$ cat src/sv/rciq_pkg.sv
// ----------------------------------------------------------------------------
// rciq_pkg
// shared types and constants for the reserve/commit in-order queue
// ----------------------------------------------------------------------------
package rciq_pkg;

    localparam int OP_W     = 2;
    localparam int TICKET_W = 5;
    localparam int STATUS_W = 3;

    typedef enum logic [OP_W-1:0] {
        OP_RESERVE   = 2'd0,
        OP_COMMIT    = 2'd1,
        OP_POP_START = 2'd2,
        OP_POP_CONT  = 2'd3
    } op_t;

    typedef enum logic [STATUS_W-1:0] {
        ST_OK        = 3'd0,
        ST_FULL      = 3'd1,
        ST_EMPTY     = 3'd2,
        ST_NOT_READY = 3'd3,
        ST_CLAIMED   = 3'd4,
        ST_BATCH_END = 3'd5
    } status_t;

    typedef enum logic [1:0] {
        S_IDLE,
        S_EXEC,
        S_LOAD
    } ctrl_state_t;

    // commands from the controller to the datapath
    typedef struct packed {
        logic capture;
        logic exec;
        logic load;
    } ctrl_cmd_t;

endpackage

$ cat src/sv/rciq_ctrl.sv
// ----------------------------------------------------------------------------
// rciq_ctrl
// sequencer: capture a transaction, execute it, load the result register
// ----------------------------------------------------------------------------
module rciq_ctrl
    import rciq_pkg::*;
(
    input  logic      clk,
    input  logic      rst_n,
    input  logic      in_valid,
    output logic      in_ready,
    output logic      out_valid,
    input  logic      out_ready,
    output ctrl_cmd_t cmd
);

    ctrl_state_t state_reg;
    ctrl_state_t state_next;
    logic        out_valid_reg;
    logic        out_valid_next;
    logic        load_ok;

    // result register is free when empty or being drained this cycle
    assign load_ok = !out_valid_reg || out_ready;

    always_comb
    begin
        state_next = state_reg;
        unique case (state_reg)
            S_IDLE:
            begin
                if (in_valid)
                begin
                    state_next = S_EXEC;
                end
            end
            S_EXEC:
            begin
                state_next = S_LOAD;
            end
            S_LOAD:
            begin
                if (load_ok)
                begin
                    state_next = S_IDLE;
                end
            end
            default:
            begin
                state_next = S_IDLE;
            end
        endcase
    end

    always_comb
    begin
        in_ready    = 1'b0;
        cmd.capture = 1'b0;
        cmd.exec    = 1'b0;
        cmd.load    = 1'b0;
        unique case (state_reg)
            S_IDLE:
            begin
                in_ready    = 1'b1;
                cmd.capture = in_valid;
            end
            S_EXEC:
            begin
                cmd.exec = 1'b1;
            end
            S_LOAD:
            begin
                cmd.load = load_ok;
            end
            default:
            begin
                in_ready = 1'b0;
            end
        endcase
    end

    always_comb
    begin
        if (cmd.load)
        begin
            out_valid_next = 1'b1;
        end
        else if (out_ready)
        begin
            out_valid_next = 1'b0;
        end
        else
        begin
            out_valid_next = out_valid_reg;
        end
    end

    always_ff @(posedge clk or negedge rst_n)
    begin
        if (!rst_n)
        begin
            state_reg     <= S_IDLE;
            out_valid_reg <= 1'b0;
        end
        else
        begin
            state_reg     <= state_next;
            out_valid_reg <= out_valid_next;
        end
    end

    assign out_valid = out_valid_reg;

endmodule

$ cat src/sv/rciq_datapath.sv
// ----------------------------------------------------------------------------
// rciq_datapath
// pointers, ready marks, slot memory and result register of the queue
// ----------------------------------------------------------------------------
module rciq_datapath
    import rciq_pkg::*;
#(
    parameter int DEPTH      = 16,
    parameter int DATA_WIDTH = 64
)
(
    input  logic                  clk,
    input  logic                  rst_n,
    input  ctrl_cmd_t             cmd,
    input  logic [OP_W-1:0]       operation,
    input  logic [TICKET_W-1:0]   ticket,
    input  logic [DATA_WIDTH-1:0] write_data,
    output logic [STATUS_W-1:0]   status,
    output logic [TICKET_W-1:0]   granted_ticket,
    output logic [DATA_WIDTH-1:0] read_data
);

    localparam int SLOT_W   = (DEPTH > 1) ? $clog2(DEPTH) : 1;
    localparam int PTR_W    = $clog2(2 * DEPTH);
    localparam int OCC_W    = PTR_W + 1;
    localparam int TICKET_N = 2 ** TICKET_W;
    localparam logic [OCC_W-1:0] PTR_MOD = OCC_W'(2 * DEPTH);
    localparam logic [OCC_W-1:0] OCC_FULL = OCC_W'(DEPTH);
    localparam logic [PTR_W-1:0] PTR_LAST = PTR_W'(2 * DEPTH - 1);

    // constant ticket-to-slot table
    logic [SLOT_W-1:0] tk_slot_tab [TICKET_N];

    genvar gi;
    generate
        for (gi = 0; gi < TICKET_N; gi++)
        begin : g_tk_tab
            assign tk_slot_tab[gi] = SLOT_W'(gi % DEPTH);
        end
    endgenerate

    function automatic logic [SLOT_W-1:0] slot_of(input logic [PTR_W-1:0] p);
        logic [PTR_W-1:0] d;
        d = (PTR_W'(p) >= PTR_W'(DEPTH)) ? p - PTR_W'(DEPTH) : p;
        return SLOT_W'(d);
    endfunction

    function automatic logic [PTR_W-1:0] ptr_inc(input logic [PTR_W-1:0] p);
        return (p == PTR_LAST) ? '0 : p + PTR_W'(1);
    endfunction

    op_t                   op_reg;
    logic [TICKET_W-1:0]   ticket_reg;
    logic [DATA_WIDTH-1:0] wdata_reg;

    logic [PTR_W-1:0]  head_reg,  head_next;
    logic [PTR_W-1:0]  tail_reg,  tail_next;
    logic [PTR_W-1:0]  claim_reg, claim_next;
    logic [DEPTH-1:0]  ready_reg, ready_next;

    logic [DATA_WIDTH-1:0] mem [DEPTH];
    logic [DATA_WIDTH-1:0] rd_data_reg;

    status_t             res_status_reg, res_status_next;
    logic [TICKET_W-1:0] res_grant_reg,  res_grant_next;
    logic                res_use_rd_reg, res_use_rd_next;

    status_t               status_reg;
    logic [TICKET_W-1:0]   granted_reg;
    logic [DATA_WIDTH-1:0] read_data_reg;

    logic [OCC_W-1:0]  occ;
    logic              full;
    logic [PTR_W-1:0]  head_inc;
    logic [SLOT_W-1:0] head_slot;
    logic [SLOT_W-1:0] nxt_slot;
    logic [SLOT_W-1:0] tail_slot;
    logic [SLOT_W-1:0] tk_slot;
    logic [SLOT_W-1:0] rd_slot;
    logic              mem_we;

    assign occ = (tail_reg >= head_reg)
               ? OCC_W'(tail_reg) - OCC_W'(head_reg)
               : OCC_W'(tail_reg) + PTR_MOD - OCC_W'(head_reg);
    assign full      = (occ >= OCC_FULL);
    assign head_inc  = ptr_inc(head_reg);
    assign head_slot = slot_of(head_reg);
    assign nxt_slot  = slot_of(head_inc);
    assign tail_slot = slot_of(tail_reg);
    assign tk_slot   = tk_slot_tab[ticket_reg];
    assign rd_slot   = (op_reg == OP_POP_START) ? head_slot : nxt_slot;
    assign mem_we    = cmd.exec && (op_reg == OP_COMMIT);

    always_comb
    begin
        head_next       = head_reg;
        tail_next       = tail_reg;
        claim_next      = claim_reg;
        ready_next      = ready_reg;
        res_status_next = ST_OK;
        res_grant_next  = '0;
        res_use_rd_next = 1'b0;
        unique case (op_reg)
            OP_RESERVE:
            begin
                if (full)
                begin
                    res_status_next = ST_FULL;
                end
                else
                begin
                    ready_next[tail_slot] = 1'b0;
                    res_grant_next        = TICKET_W'(tail_reg);
                    tail_next             = ptr_inc(tail_reg);
                end
            end
            OP_COMMIT:
            begin
                ready_next[tk_slot] = 1'b1;
            end
            OP_POP_START:
            begin
                priority if (head_reg == tail_reg)
                begin
                    res_status_next = ST_EMPTY;
                end
                else if (!ready_reg[head_slot])
                begin
                    res_status_next = ST_NOT_READY;
                end
                else if (claim_reg != head_reg)
                begin
                    res_status_next = ST_CLAIMED;
                end
                else
                begin
                    res_use_rd_next = 1'b1;
                    claim_next      = head_inc;
                end
            end
            OP_POP_CONT:
            begin
                if (head_inc != tail_reg && ready_reg[nxt_slot] && claim_reg != tail_reg)
                begin
                    res_use_rd_next = 1'b1;
                    claim_next      = ptr_inc(claim_reg);
                end
                else
                begin
                    res_status_next = ST_BATCH_END;
                end
                head_next = head_inc;
            end
            default:
            begin
                res_status_next = ST_OK;
            end
        endcase
    end

    // input capture and result payload
    always_ff @(posedge clk)
    begin
        if (cmd.capture)
        begin
            op_reg     <= op_t'(operation);
            ticket_reg <= ticket;
            wdata_reg  <= write_data;
        end
        if (cmd.exec)
        begin
            res_status_reg <= res_status_next;
            res_grant_reg  <= res_grant_next;
            res_use_rd_reg <= res_use_rd_next;
        end
        if (cmd.load)
        begin
            status_reg    <= res_status_reg;
            granted_reg   <= res_grant_reg;
            read_data_reg <= res_use_rd_reg ? rd_data_reg : '0;
        end
    end

    // slot memory, at most one write and one registered read per transaction
    always_ff @(posedge clk)
    begin
        if (mem_we)
        begin
            mem[tk_slot] <= wdata_reg;
        end
        if (cmd.exec)
        begin
            rd_data_reg <= mem[rd_slot];
        end
    end

    always_ff @(posedge clk or negedge rst_n)
    begin
        if (!rst_n)
        begin
            head_reg  <= '0;
            tail_reg  <= '0;
            claim_reg <= '0;
            ready_reg <= '0;
        end
        else if (cmd.exec)
        begin
            head_reg  <= head_next;
            tail_reg  <= tail_next;
            claim_reg <= claim_next;
            ready_reg <= ready_next;
        end
    end

    assign status         = status_reg;
    assign granted_ticket = granted_reg;
    assign read_data      = read_data_reg;

endmodule

$ cat src/sv/reserve_commit_inorder_queue.sv
// ----------------------------------------------------------------------------
// reserve_commit_inorder_queue
// ring queue: slots reserved in order, committed out of order, drained in order
// ----------------------------------------------------------------------------
// input channel (in_valid/in_ready) carries one operation per transaction:
// reserve, commit (ticket + write_data), pop start or pop continue.
// output channel (out_valid/out_ready) returns one result per transaction:
// status, granted_ticket (successful reserve) and read_data (successful pop).
// each transaction passes through capture, execute (pointer update, a slot
// memory write on commit and a registered read), then load into the result
// register; a new transaction is taken only after the previous one is loaded.
// out_valid rises as the result is loaded into the result register.
// the result register is separate, so a new transaction is captured while the
// previous result waits; a stalled receiver holds the block in its load step
// until the result register frees up, and in_ready stays low meanwhile.
// reset clears the head, tail and claim pointers and all ready marks; the
// slot data memory is not cleared and needs no clearing pass.
// ----------------------------------------------------------------------------
module reserve_commit_inorder_queue
    import rciq_pkg::*;
#(
    parameter int DEPTH      = 16,
    parameter int DATA_WIDTH = 64
)
(
    input  logic                  clk,
    input  logic                  rst_n,
    input  logic                  in_valid,
    output logic                  in_ready,
    input  logic [OP_W-1:0]       operation,
    input  logic [TICKET_W-1:0]   ticket,
    input  logic [DATA_WIDTH-1:0] write_data,
    output logic                  out_valid,
    input  logic                  out_ready,
    output logic [STATUS_W-1:0]   status,
    output logic [TICKET_W-1:0]   granted_ticket,
    output logic [DATA_WIDTH-1:0] read_data
);

    ctrl_cmd_t cmd;

    rciq_ctrl u_ctrl (
        .clk       (clk),
        .rst_n     (rst_n),
        .in_valid  (in_valid),
        .in_ready  (in_ready),
        .out_valid (out_valid),
        .out_ready (out_ready),
        .cmd       (cmd)
    );

    rciq_datapath #(
        .DEPTH      (DEPTH),
        .DATA_WIDTH (DATA_WIDTH)
    ) u_datapath (
        .clk            (clk),
        .rst_n          (rst_n),
        .cmd            (cmd),
        .operation      (operation),
        .ticket         (ticket),
        .write_data     (write_data),
        .status         (status),
        .granted_ticket (granted_ticket),
        .read_data      (read_data)
    );

endmodule

$ cat config.mk
export PLATFORM = sky130hd
export DESIGN_NAME = reserve_commit_inorder_queue
export DESIGN_NICKNAME = d
export VERILOG_FILES = /design/src/sv/rciq_pkg.sv /design/src/sv/rciq_ctrl.sv /design/src/sv/rciq_datapath.sv /design/src/sv/reserve_commit_inorder_queue.sv
export SDC_FILE = /design/constraint.sdc
export NUM_CORES = 1
export LEC_CHECK = 0
export BUFFER_PORTS_ARGS = -buffer_cell sky130_fd_sc_hd__buf_2
export CORE_MARGIN = 4
export CORE_UTILIZATION = 35
export CTS_CLUSTER_SIZE = 10
export DETAILED_ROUTE_END_ITERATION = 8
export HOLD_SLACK_MARGIN = 0.15
export SLEW_MARGIN = 15
export SYNTH_ARGS = -nofsm -noshare
export SYNTH_HDL_FRONTEND = slang
export SYNTH_SLANG_ARGS = --single-unit
$ cat constraint.sdc
create_clock -name clk -period 8.7 [get_ports clk]
set_input_delay 0.87 -clock clk [delete_from_list [all_inputs] [get_ports clk]]
set_output_delay 0.87 -clock clk [all_outputs]
set_load 0.005 [all_outputs]
==> results of run 1 <==
-- cell usage in the layout, fill, tap and decap left out, drive strengths merged, types with 2 or more instances in the layout --
cell | Yosys | final
and2 | 70 | 70
mux2 | 10 | 10
o22a | 3 | 3
o21ai | 13 | 13
a21oi | 69 | 69
o31a | 3 | 3
inv | 11 | 21
nor3 | 12 | 12
or2 | 2 | 2
dfrtp | 34 | 34
ha | 14 | 14
o22ai | 4 | 4
or3 | 4 | 4
clkinv | 1 | 11
o21a | 4 | 4
and3 | 135 | 135
nor3b | 5 | 5
mux4 | 3 | 3
xor2 | 8 | 8
edfxtp | 1239 | 1239
nor2 | 37 | 37
a311oi | 193 | 193
nand2 | 1044 | 1044
a31oi | 87 | 87
clkbuf | 125 | 171
nand3 | 265 | 265
a221o | 3 | 3
nand2b | 9 | 9
buf | 109 | 197
mux2i | 7 | 7
a41oi | 2 | 2
xnor2 | 10 | 10
nor2b | 6 | 6
-- cell families after synthesis --
group,after synthesis,share of synthesized area [%]
XOR/XNOR,18,0.318
AO/OA/AOI/OAI,389,5.86
buffers and inverters,246,2.21
AND/OR/NAND/NOR,1594,14.0
multiplexers,20,0.537
flip-flops,1273,76.7
adder cells (fa/ha/maj),14,0.353
-- synth_stat cells (2+ instances only) --
library cell	n	area, µm²
a21oi_1	69	345
a221o_1	3	30.0
a311oi_1	192	1680
a31oi_1	85	532
a31oi_2	2	25.0
a41oi_1	2	17.5
and2_1	70	438
and3_1	135	845
buf_1	4	15.0
buf_2	90	450
buf_4	14	105
clkbuf_1	125	469
dfrtp_1	34	851
edfxtp_1	1239	37200
ha_1	14	175
inv_1	11	41.3
mux2_2	9	101
mux2i_1	6	60.1
mux4_2	3	67.6
nand2_1	1044	3920
nand2b_1	9	56.3
nand3_1	265	1330
nor2_1	36	135
nor2b_1	5	31.3
nor3_1	12	60.1
nor3b_1	5	37.5
o21a_1	4	30.0
o21ai_0	11	55.1
o21ai_1	2	10.0
o22a_1	3	26.3
o22ai_1	4	25.0
o31a_1	3	26.3
or2_2	2	12.5
or3_1	4	25.0
xnor2_1	10	87.6
xor2_1	8	70.1
-- final cells by class --
class / count / area (µm²)
Tap cell: 1876 / 2350
Sequential cell: 1273 / 38100
Fill cell: 12900 / 83800
Clock buffer: 171 / 3810
Multi-Input combinational cell: 2035 / 10600
Timing Repair Buffer: 197 / 1210
Inverter: 12 / 47.5
Clock inverter: 21 / 263
-- stage by stage --
step | power [mW] | cells | setup WS (ns) | hold slack [ns]
after floorplan | 11.7 | 3554 | 1.38 | 0.400
after global placement | 13.4 | 5393 | 3.70 | 0.408
after detailed placement | 13.4 | 5393 | 3.60 | 0.411
after CTS | 18.9 | 5585 | 3.57 | 0.198
after global routing | 19.7 | 5585 | 3.53 | 0.236
final | 18.7 | 5585 | 3.79 | 0.217
-- worst min-delay path by stage --
stage	start	endpoint	slack (ns)	cells after the start
floorplan	u_datapath.res_grant_reg[0]	u_datapath.granted_ticket[0]	0.40	0
global placement	u_datapath.res_status_reg[0]	u_datapath.status[0]	0.41	0
detailed placement	u_datapath.res_grant_reg[3]	u_datapath.granted_ticket[3]	0.41	0
CTS	rst_n	u_ctrl.state_reg[0]	0.20	1
global route	rst_n	u_ctrl.state_reg[0]	0.24	1
finish	rst_n	u_ctrl.state_reg[0]	0.22	1
-- power by group --
group          internal, mW  total, mW  switching, mW
combinational          1.78       5.47           3.68
clock                  3.09       5.41           2.32
sequential             7.43       7.79          0.355
-- metal layers --
layer  up-vias  GRT usage [%]  share of wire (%)
li1      13400              -                  -
met1     14700           22.6                 43
met2      1011           26.9                 48
met3       225           2.64                6.4
met4         0           5.16                2.6
met5         -              0                  0
-- worst max-delay path: stages, from the launching register on --
cell	delay, ns
dfrtp_1	0.38
nand2b_1	0.27
inv_4	0.62
buf_4	0.82
nand3_1	0.48
nor2_4	1.01
buf_4	0.83
==> flow_summary_export.csv, run 1 <==
group,metric,value,unit
floorplan,fp-row-count,137,
cells_and_area,area.growth.synth_to_final,13.6,%
synth,synthArstFlopShare,2.67,%
timing,setup_viol,0,
synth,yosys_most_used_dff,"edfxtp_1",
cells_and_area,diodes,0,
floorplan,die-area,0.148,mm²
synth,synth_seq_cells,1273,
worst_setup_path,worst_r2r_endpoint,"u_datapath.mem[13][40]",
outcome,run_status,"completed",
worst_setup_path,reg2reg_slack,3.79,ns
worst_setup_path,critical_path_peak_fanout,41,
cells_and_area,final_layout_size_suffix_gt1_share,11.0,%
synth,synthDistinctLibCells,56,
power_and_ir_drop,vdd_drop_max,0.544,mV
cells_and_area,largest_register_ffs,1024,
synth,post_synth.cell_area_avg,14.0,µm²
routing,num_vias,29300,
grt,largest_net_degree_at_the_start_of_global_routing,183,
flow_run,maxCapViolCount,0,
worst_setup_path,cp-end-kind,"flip-flop",
power_and_ir_drop,powerDensity,331,mW/mm²
floorplan,pin_count,149,
routing,routed_wire_length_per_instance,22.2,µm
place,detailedPlacementHpwl,59000,µm
cells_and_area,layout.cell_area.non_filler,0.0564,mm²
place,gp_congestion,0.735,
routing,drt_drc_violations_left,0,
clock_tree,clk_latency,0.76,ns
grt,global_route.usage.total,16.4,%
grt,grt-ovfl-total,0,
synth,ys_seq_area_share,76.7,%
clock_tree,clkSlewWorstSetupHoldPaths,0.06,ns
cells_and_area,regMostFlops,"u_datapath.mem",
clock_tree,clockBufferDepth,3,
clock_tree,cts.repair.resized,0,
timing,setup-tns-final,0,ns
grt,vias_in_the_first_global_route,28600,
timing,finalClockSkew,0.0175,ns
worst_setup_path,r2r_start,"u_ctrl.state_reg[1]",
worst_hold_path,timing.hold.worst.class,"in2async",
clock_tree,clock_tree.htree_level_count,4,
synth,yosysWarningCount,0,
timing,layout_worst_path_cycle_share,56.4,%
worst_setup_path,setup.worst_path.end,"u_datapath.mem[13][40]",
clock_tree,numCtsBuffers,147,
worst_setup_path,worst-endpoint-arrival,5.28,ns
timing,rsz_0062_raised_after_global_routing,"false",
floorplan,chipHeight,384,µm
clock_tree,cts_hold_bufs,0,
cells_and_area,num-nets-final,3755,
routing,violation_count_after_the_first_detailed_routing_iteration,3149,
place,io_buffers,147,
clock_tree,numClockSinks,1273,
place,placement.cell_area,0.0523,mm²
clock_tree,clk_root_buffer_cell,"clkbuf_16",
routing,drt-total-wl,124000,µm
worst_setup_path,worstRegToRegCells,6,
timing,maxClockFrequency,204,MHz
routing,route.antenna.remaining_nets,0,
worst_setup_path,worst-endpoint-required,9.07,ns
timing,slew_headroom,22.8,%
synth,synth_fp_nets,3643,
power_and_ir_drop,total_leakage_power,19.2,nW
synth,synthesis.area,0.0496,mm²
floorplan,die_x,384,µm
routing,first_pass_iters,5,
cells_and_area,post-route-util,40.2,%
timing,post-route-min-period,4.91,ns
timing,finalHoldViolCount,0,
grt,antenna_found_initial,4,
synth,number_of_enable_flip_flop_cells_after_synthesis,1239,
synth,syn_inst,3554,
floorplan,core,0.140,mm²
clock_tree,cts_tree,"done",
routing,vias_per_cell,5.24,
clock_tree,post_cts_buffers,0,
worst_setup_path,critPathLaunchType,"flip-flop",
grt,grt_pass1_wl,184000,µm
timing,slew_viol_final,0,
floorplan,initial_utilization,35.4,%
worst_setup_path,worstSetupPathType,"reg2reg",
worst_setup_path,timing.critical_path.from,"u_ctrl.state_reg[1]",
timing,worst_pin_slew,1.16,ns
Note: power is estimated with default switching activity, not from simulation.
==> run 2, diff against run 1 <==
Settings changed: ABC_AREA set to 1.
Clock period 8.7 ns to 4.2 ns, I/O delays scaled along.
==> flow_summary_export.csv, run 2 <==
group,metric,value,unit
outcome,run_status,"completed",
worst_setup_path,worst_path_largest_cell_delay,0.66,ns
routing,vias_per_cell,5.23,
worst_setup_path,timing.critical_path.max_delay_family,"buffers and inverters",
floorplan,core,0.140,mm²
routing,drt_drc_violations_left,0,
floorplan,chipHeight,384,µm
floorplan,die-area,0.148,mm²
grt,antenna_found_initial,1,
routing,highest-signal-layer,"met4",
clock_tree,clk_latency,0.78,ns
synth,synth.most_common_cell,"edfxtp_1",
clock_tree,post_cts_buffers,0,
routing,first_pass_iters,7,
timing,slew_viol_final,0,
synth,synth_fp_nets,3735,
timing,worst_pin_slew,1.20,ns
cells_and_area,num-nets-final,3976,
worst_setup_path,critPathLaunchType,"flip-flop",
flow_run,maxCapViolCount,0,
cells_and_area,final-seq-area,0.0381,mm²
cells_and_area,area.growth.synth_to_final,17.4,%
synth,synth_fa_ha_area_share,0.354,%
synth,ys_seq_area_share,76.8,%
worst_setup_path,path_depth,14,
synth,synth_seq_cells,1273,
worst_setup_path,worst-endpoint-arrival,4.04,ns
clock_tree,cts_tree,"done",
power_and_ir_drop,power,39.4,mW
synth,post_synth.cell_area_avg,13.6,µm²
worst_setup_path,path_common_cell,"nand2_1",
synth,post_synth_most_frequent_cells,"edfxtp_1, nor2_1, o21ai_0, nand2_1, o211ai_1",
synth,post_synth_main_area_contributors,"edfxtp_1, o21ai_0, nor2_1",
routing,drt-total-wl,128000,µm
routing,route.antenna.remaining_nets,0,
worst_setup_path,worst-endpoint-required,4.79,ns
worst_setup_path,worstRegToRegCells,14,
cells_and_area,layout_commonest_cell,"edfxtp_1",
synth,synth.top_cell.area_share,75.1,%
routing,violation_count_after_the_first_detailed_routing_iteration,3113,
synth,dominant_combinational_cell_family_by_area_after_synthesis,"compound AO/OA/AOI/OAI gates",
cells_and_area,final.fill_count,12700,
power_and_ir_drop,total_leakage_power,19.6,nW
synth,synthDistinctLibCells,36,
synth,synthesis.area,0.0496,mm²
clock_tree,clk_root_buffer_cell,"clkbuf_16",
clock_tree,numCtsBuffers,148,
worst_setup_path,cp_slowest_cell,"buf_4",
timing,slew_headroom,19.9,%
clock_tree,clockBufferDepth,3,
worst_setup_path,timing.critical_path.from,"u_datapath.head_reg[1]",
cells_and_area,final_layout_size_suffix_gt1_share,11.5,%
grt,grt-ovfl-total,0,
worst_setup_path,critical_path_peak_fanout,74,
timing,layout_setup_ws,0.752,ns
place,preCtsSetupSlack,0.775,ns
grt,global_route.usage.total,17.0,%
floorplan,die_x,384,µm
cells_and_area,layout_common_cells,"edfxtp_1, nor2_1, o21ai_0",
synth,synthesized_area_fraction_occupied_by_ao_oa_aoi_and_oai_cells,10.9,%
grt,vias_in_the_first_global_route,29100,
timing,finalClockSkew,0.0471,ns
cells_and_area,largest_register_ffs,1024,
worst_setup_path,cp-end-kind,"flip-flop",
synth,synth.mux.area_fraction,0,%
power_and_ir_drop,vdd_drop_max,0.701,mV
worst_hold_path,timing.hold.worst.class,"in2async",
floorplan,initial_utilization,35.4,%
synth,synthArstFlopShare,2.67,%
worst_setup_path,worstSetupPathType,"reg2reg",
synth,syn_inst,3646,
synth,yosys_most_used_dff,"edfxtp_1",
timing,rsz_0062_raised_after_global_routing,"false",
synth,synth_simple_gate_area_share,8.48,%
cells_and_area,layout.cell_area.non_filler,0.0582,mm²
clock_tree,clkSlewWorstSetupHoldPaths,0.06,ns
worst_setup_path,r2r_start,"u_datapath.head_reg[1]",
grt,grt_pass1_wl,190000,µm
clock_tree,clock_tree.htree_level_count,4,
floorplan,fp-row-count,137,
routing,routed_wire_length_per_instance,22.1,µm
synth,synth_area_leader_cell,"edfxtp_1",
timing,finalHoldViolCount,0,
timing,setup_viol,0,
timing,layout_worst_path_cycle_share,82.1,%
synth,number_of_enable_flip_flop_cells_after_synthesis,1239,
routing,route.layer.met1.wl,56500,µm
floorplan,pin_count,149,
place,gp_congestion,0.826,
synth,xor_and_xnor_area_share_after_synthesis,0.212,%
worst_setup_path,path_cells,"ha_1 -> nand2_1 -> nor2_1 -> ha_1 -> inv_2 -> nand2_2 -> inv_2 -> nand2_1 -> o21ai_4 -> buf_4 -> o21ai_0 -> o221ai_1 -> nand3_1 -> nand2_1",
cells_and_area,multi_input_comb_area,0.0101,mm²
cells_and_area,post-route-util,41.5,%
timing,worst_hold_slack,0.324,ns
timing,post-route-min-period,3.45,ns
place,placement.cell_area,0.0533,mm²
routing,met3WireLength,7700,µm
cells_and_area,regMostFlops,"u_datapath.mem",
worst_setup_path,crit_buf_inv,3,
synth,yosysWarningCount,0,
place,detailedPlacementHpwl,66300,µm
routing,dr_wl_met2,61500,µm
clock_tree,numClockSinks,1273,
power_and_ir_drop,powerDensity,677,mW/mm²
timing,maxClockFrequency,290,MHz
grt,largest_net_degree_at_the_start_of_global_routing,131,
routing,num_vias,30300,
place,io_buffers,147,
run 2: final cells by class:
class | instances | share of cell area [%]
clock inverters | 21 | 0.669
multi-input cells | 1992 | 17.4
inverters | 154 | 1.01
diodes | 1 | 0.00430
repair buffers | 318 | 4.95
well taps | 1876 | 4.03
clock buffers | 164 | 6.50
flip-flops and latches | 1273 | 65.4
run 2: stage by stage:
stage / setup TNS, ns / instances
6_report: 0 / 5799
5_1_grt: 0 / 5798
4_1_cts: 0 / 5798
3_5_place_dp: 0 / 5540
3_3_place_gp: 0 / 5540
2_1_floorplan: -374.29 / 3646
run 2: logic make-up (layout without fill, tap and decap cells):
kind of cell / count (synthesis) / after routing
flops: 1273 / 1273
xor+xnor: 12 / 12
buf+inv: 381 / 657
fa+ha+maj: 14 / 14
compound gates: 906 / 906
other cells: 0 / 1
simple gates: 1060 / 1060
run 2: routing by layer:
metal / up-vias / GRT usage [%]
met2: 993 / 27.7
met4: 0 / 4.50
li1: 13900 / -
met1: 15300 / 23.8
met5: - / 0
met3: 189 / 2.67
run 2: final timing paths:
path,slack (ns),end
hold reg to reg,0.42,u_datapath.status[1]
setup reg to reg,0.75,u_datapath.rd_data_reg[21]
min in group clk,0.35,u_datapath.wdata_reg[31]
setup / recovery,0.75,u_datapath.rd_data_reg[21]
hold / removal,0.32,u_datapath.ready_reg[10]
max in group asynchronous,3.32,u_datapath.head_reg[2]
run 2: power breakdown:
part           internal (mW)  leakage [nW]  total, mW  switching, mW
sequential              15.4          11.7       16.1          0.692
clock                   6.47          2.02       11.4           4.93
combinational           3.72          5.87       11.9           8.22
total                   25.6          19.6       39.4           13.8
run 2: worst reg2reg max path, stage by stage, from the launching register on:
cell	delay [ns]
dfrtp_1	0.49
ha_1	0.25
nand2_1	0.12
nor2_1	0.06
ha_1	0.21
inv_2	0.13
nand2_2	0.17
inv_2	0.15
nand2_1	0.10
o21ai_4	0.19
buf_4	0.67
o21ai_0	0.26
o221ai_1	0.26
nand3_1	0.09
nand2_1	0.16
run 2: what timing repair did:
action | 4_1_cts | 5_1_grt
hold buffers | 73 | 0
hold endpoints to repair | 108 | 0
setup endpoints to repair | 0 | 0
resized for setup | 0 | 0
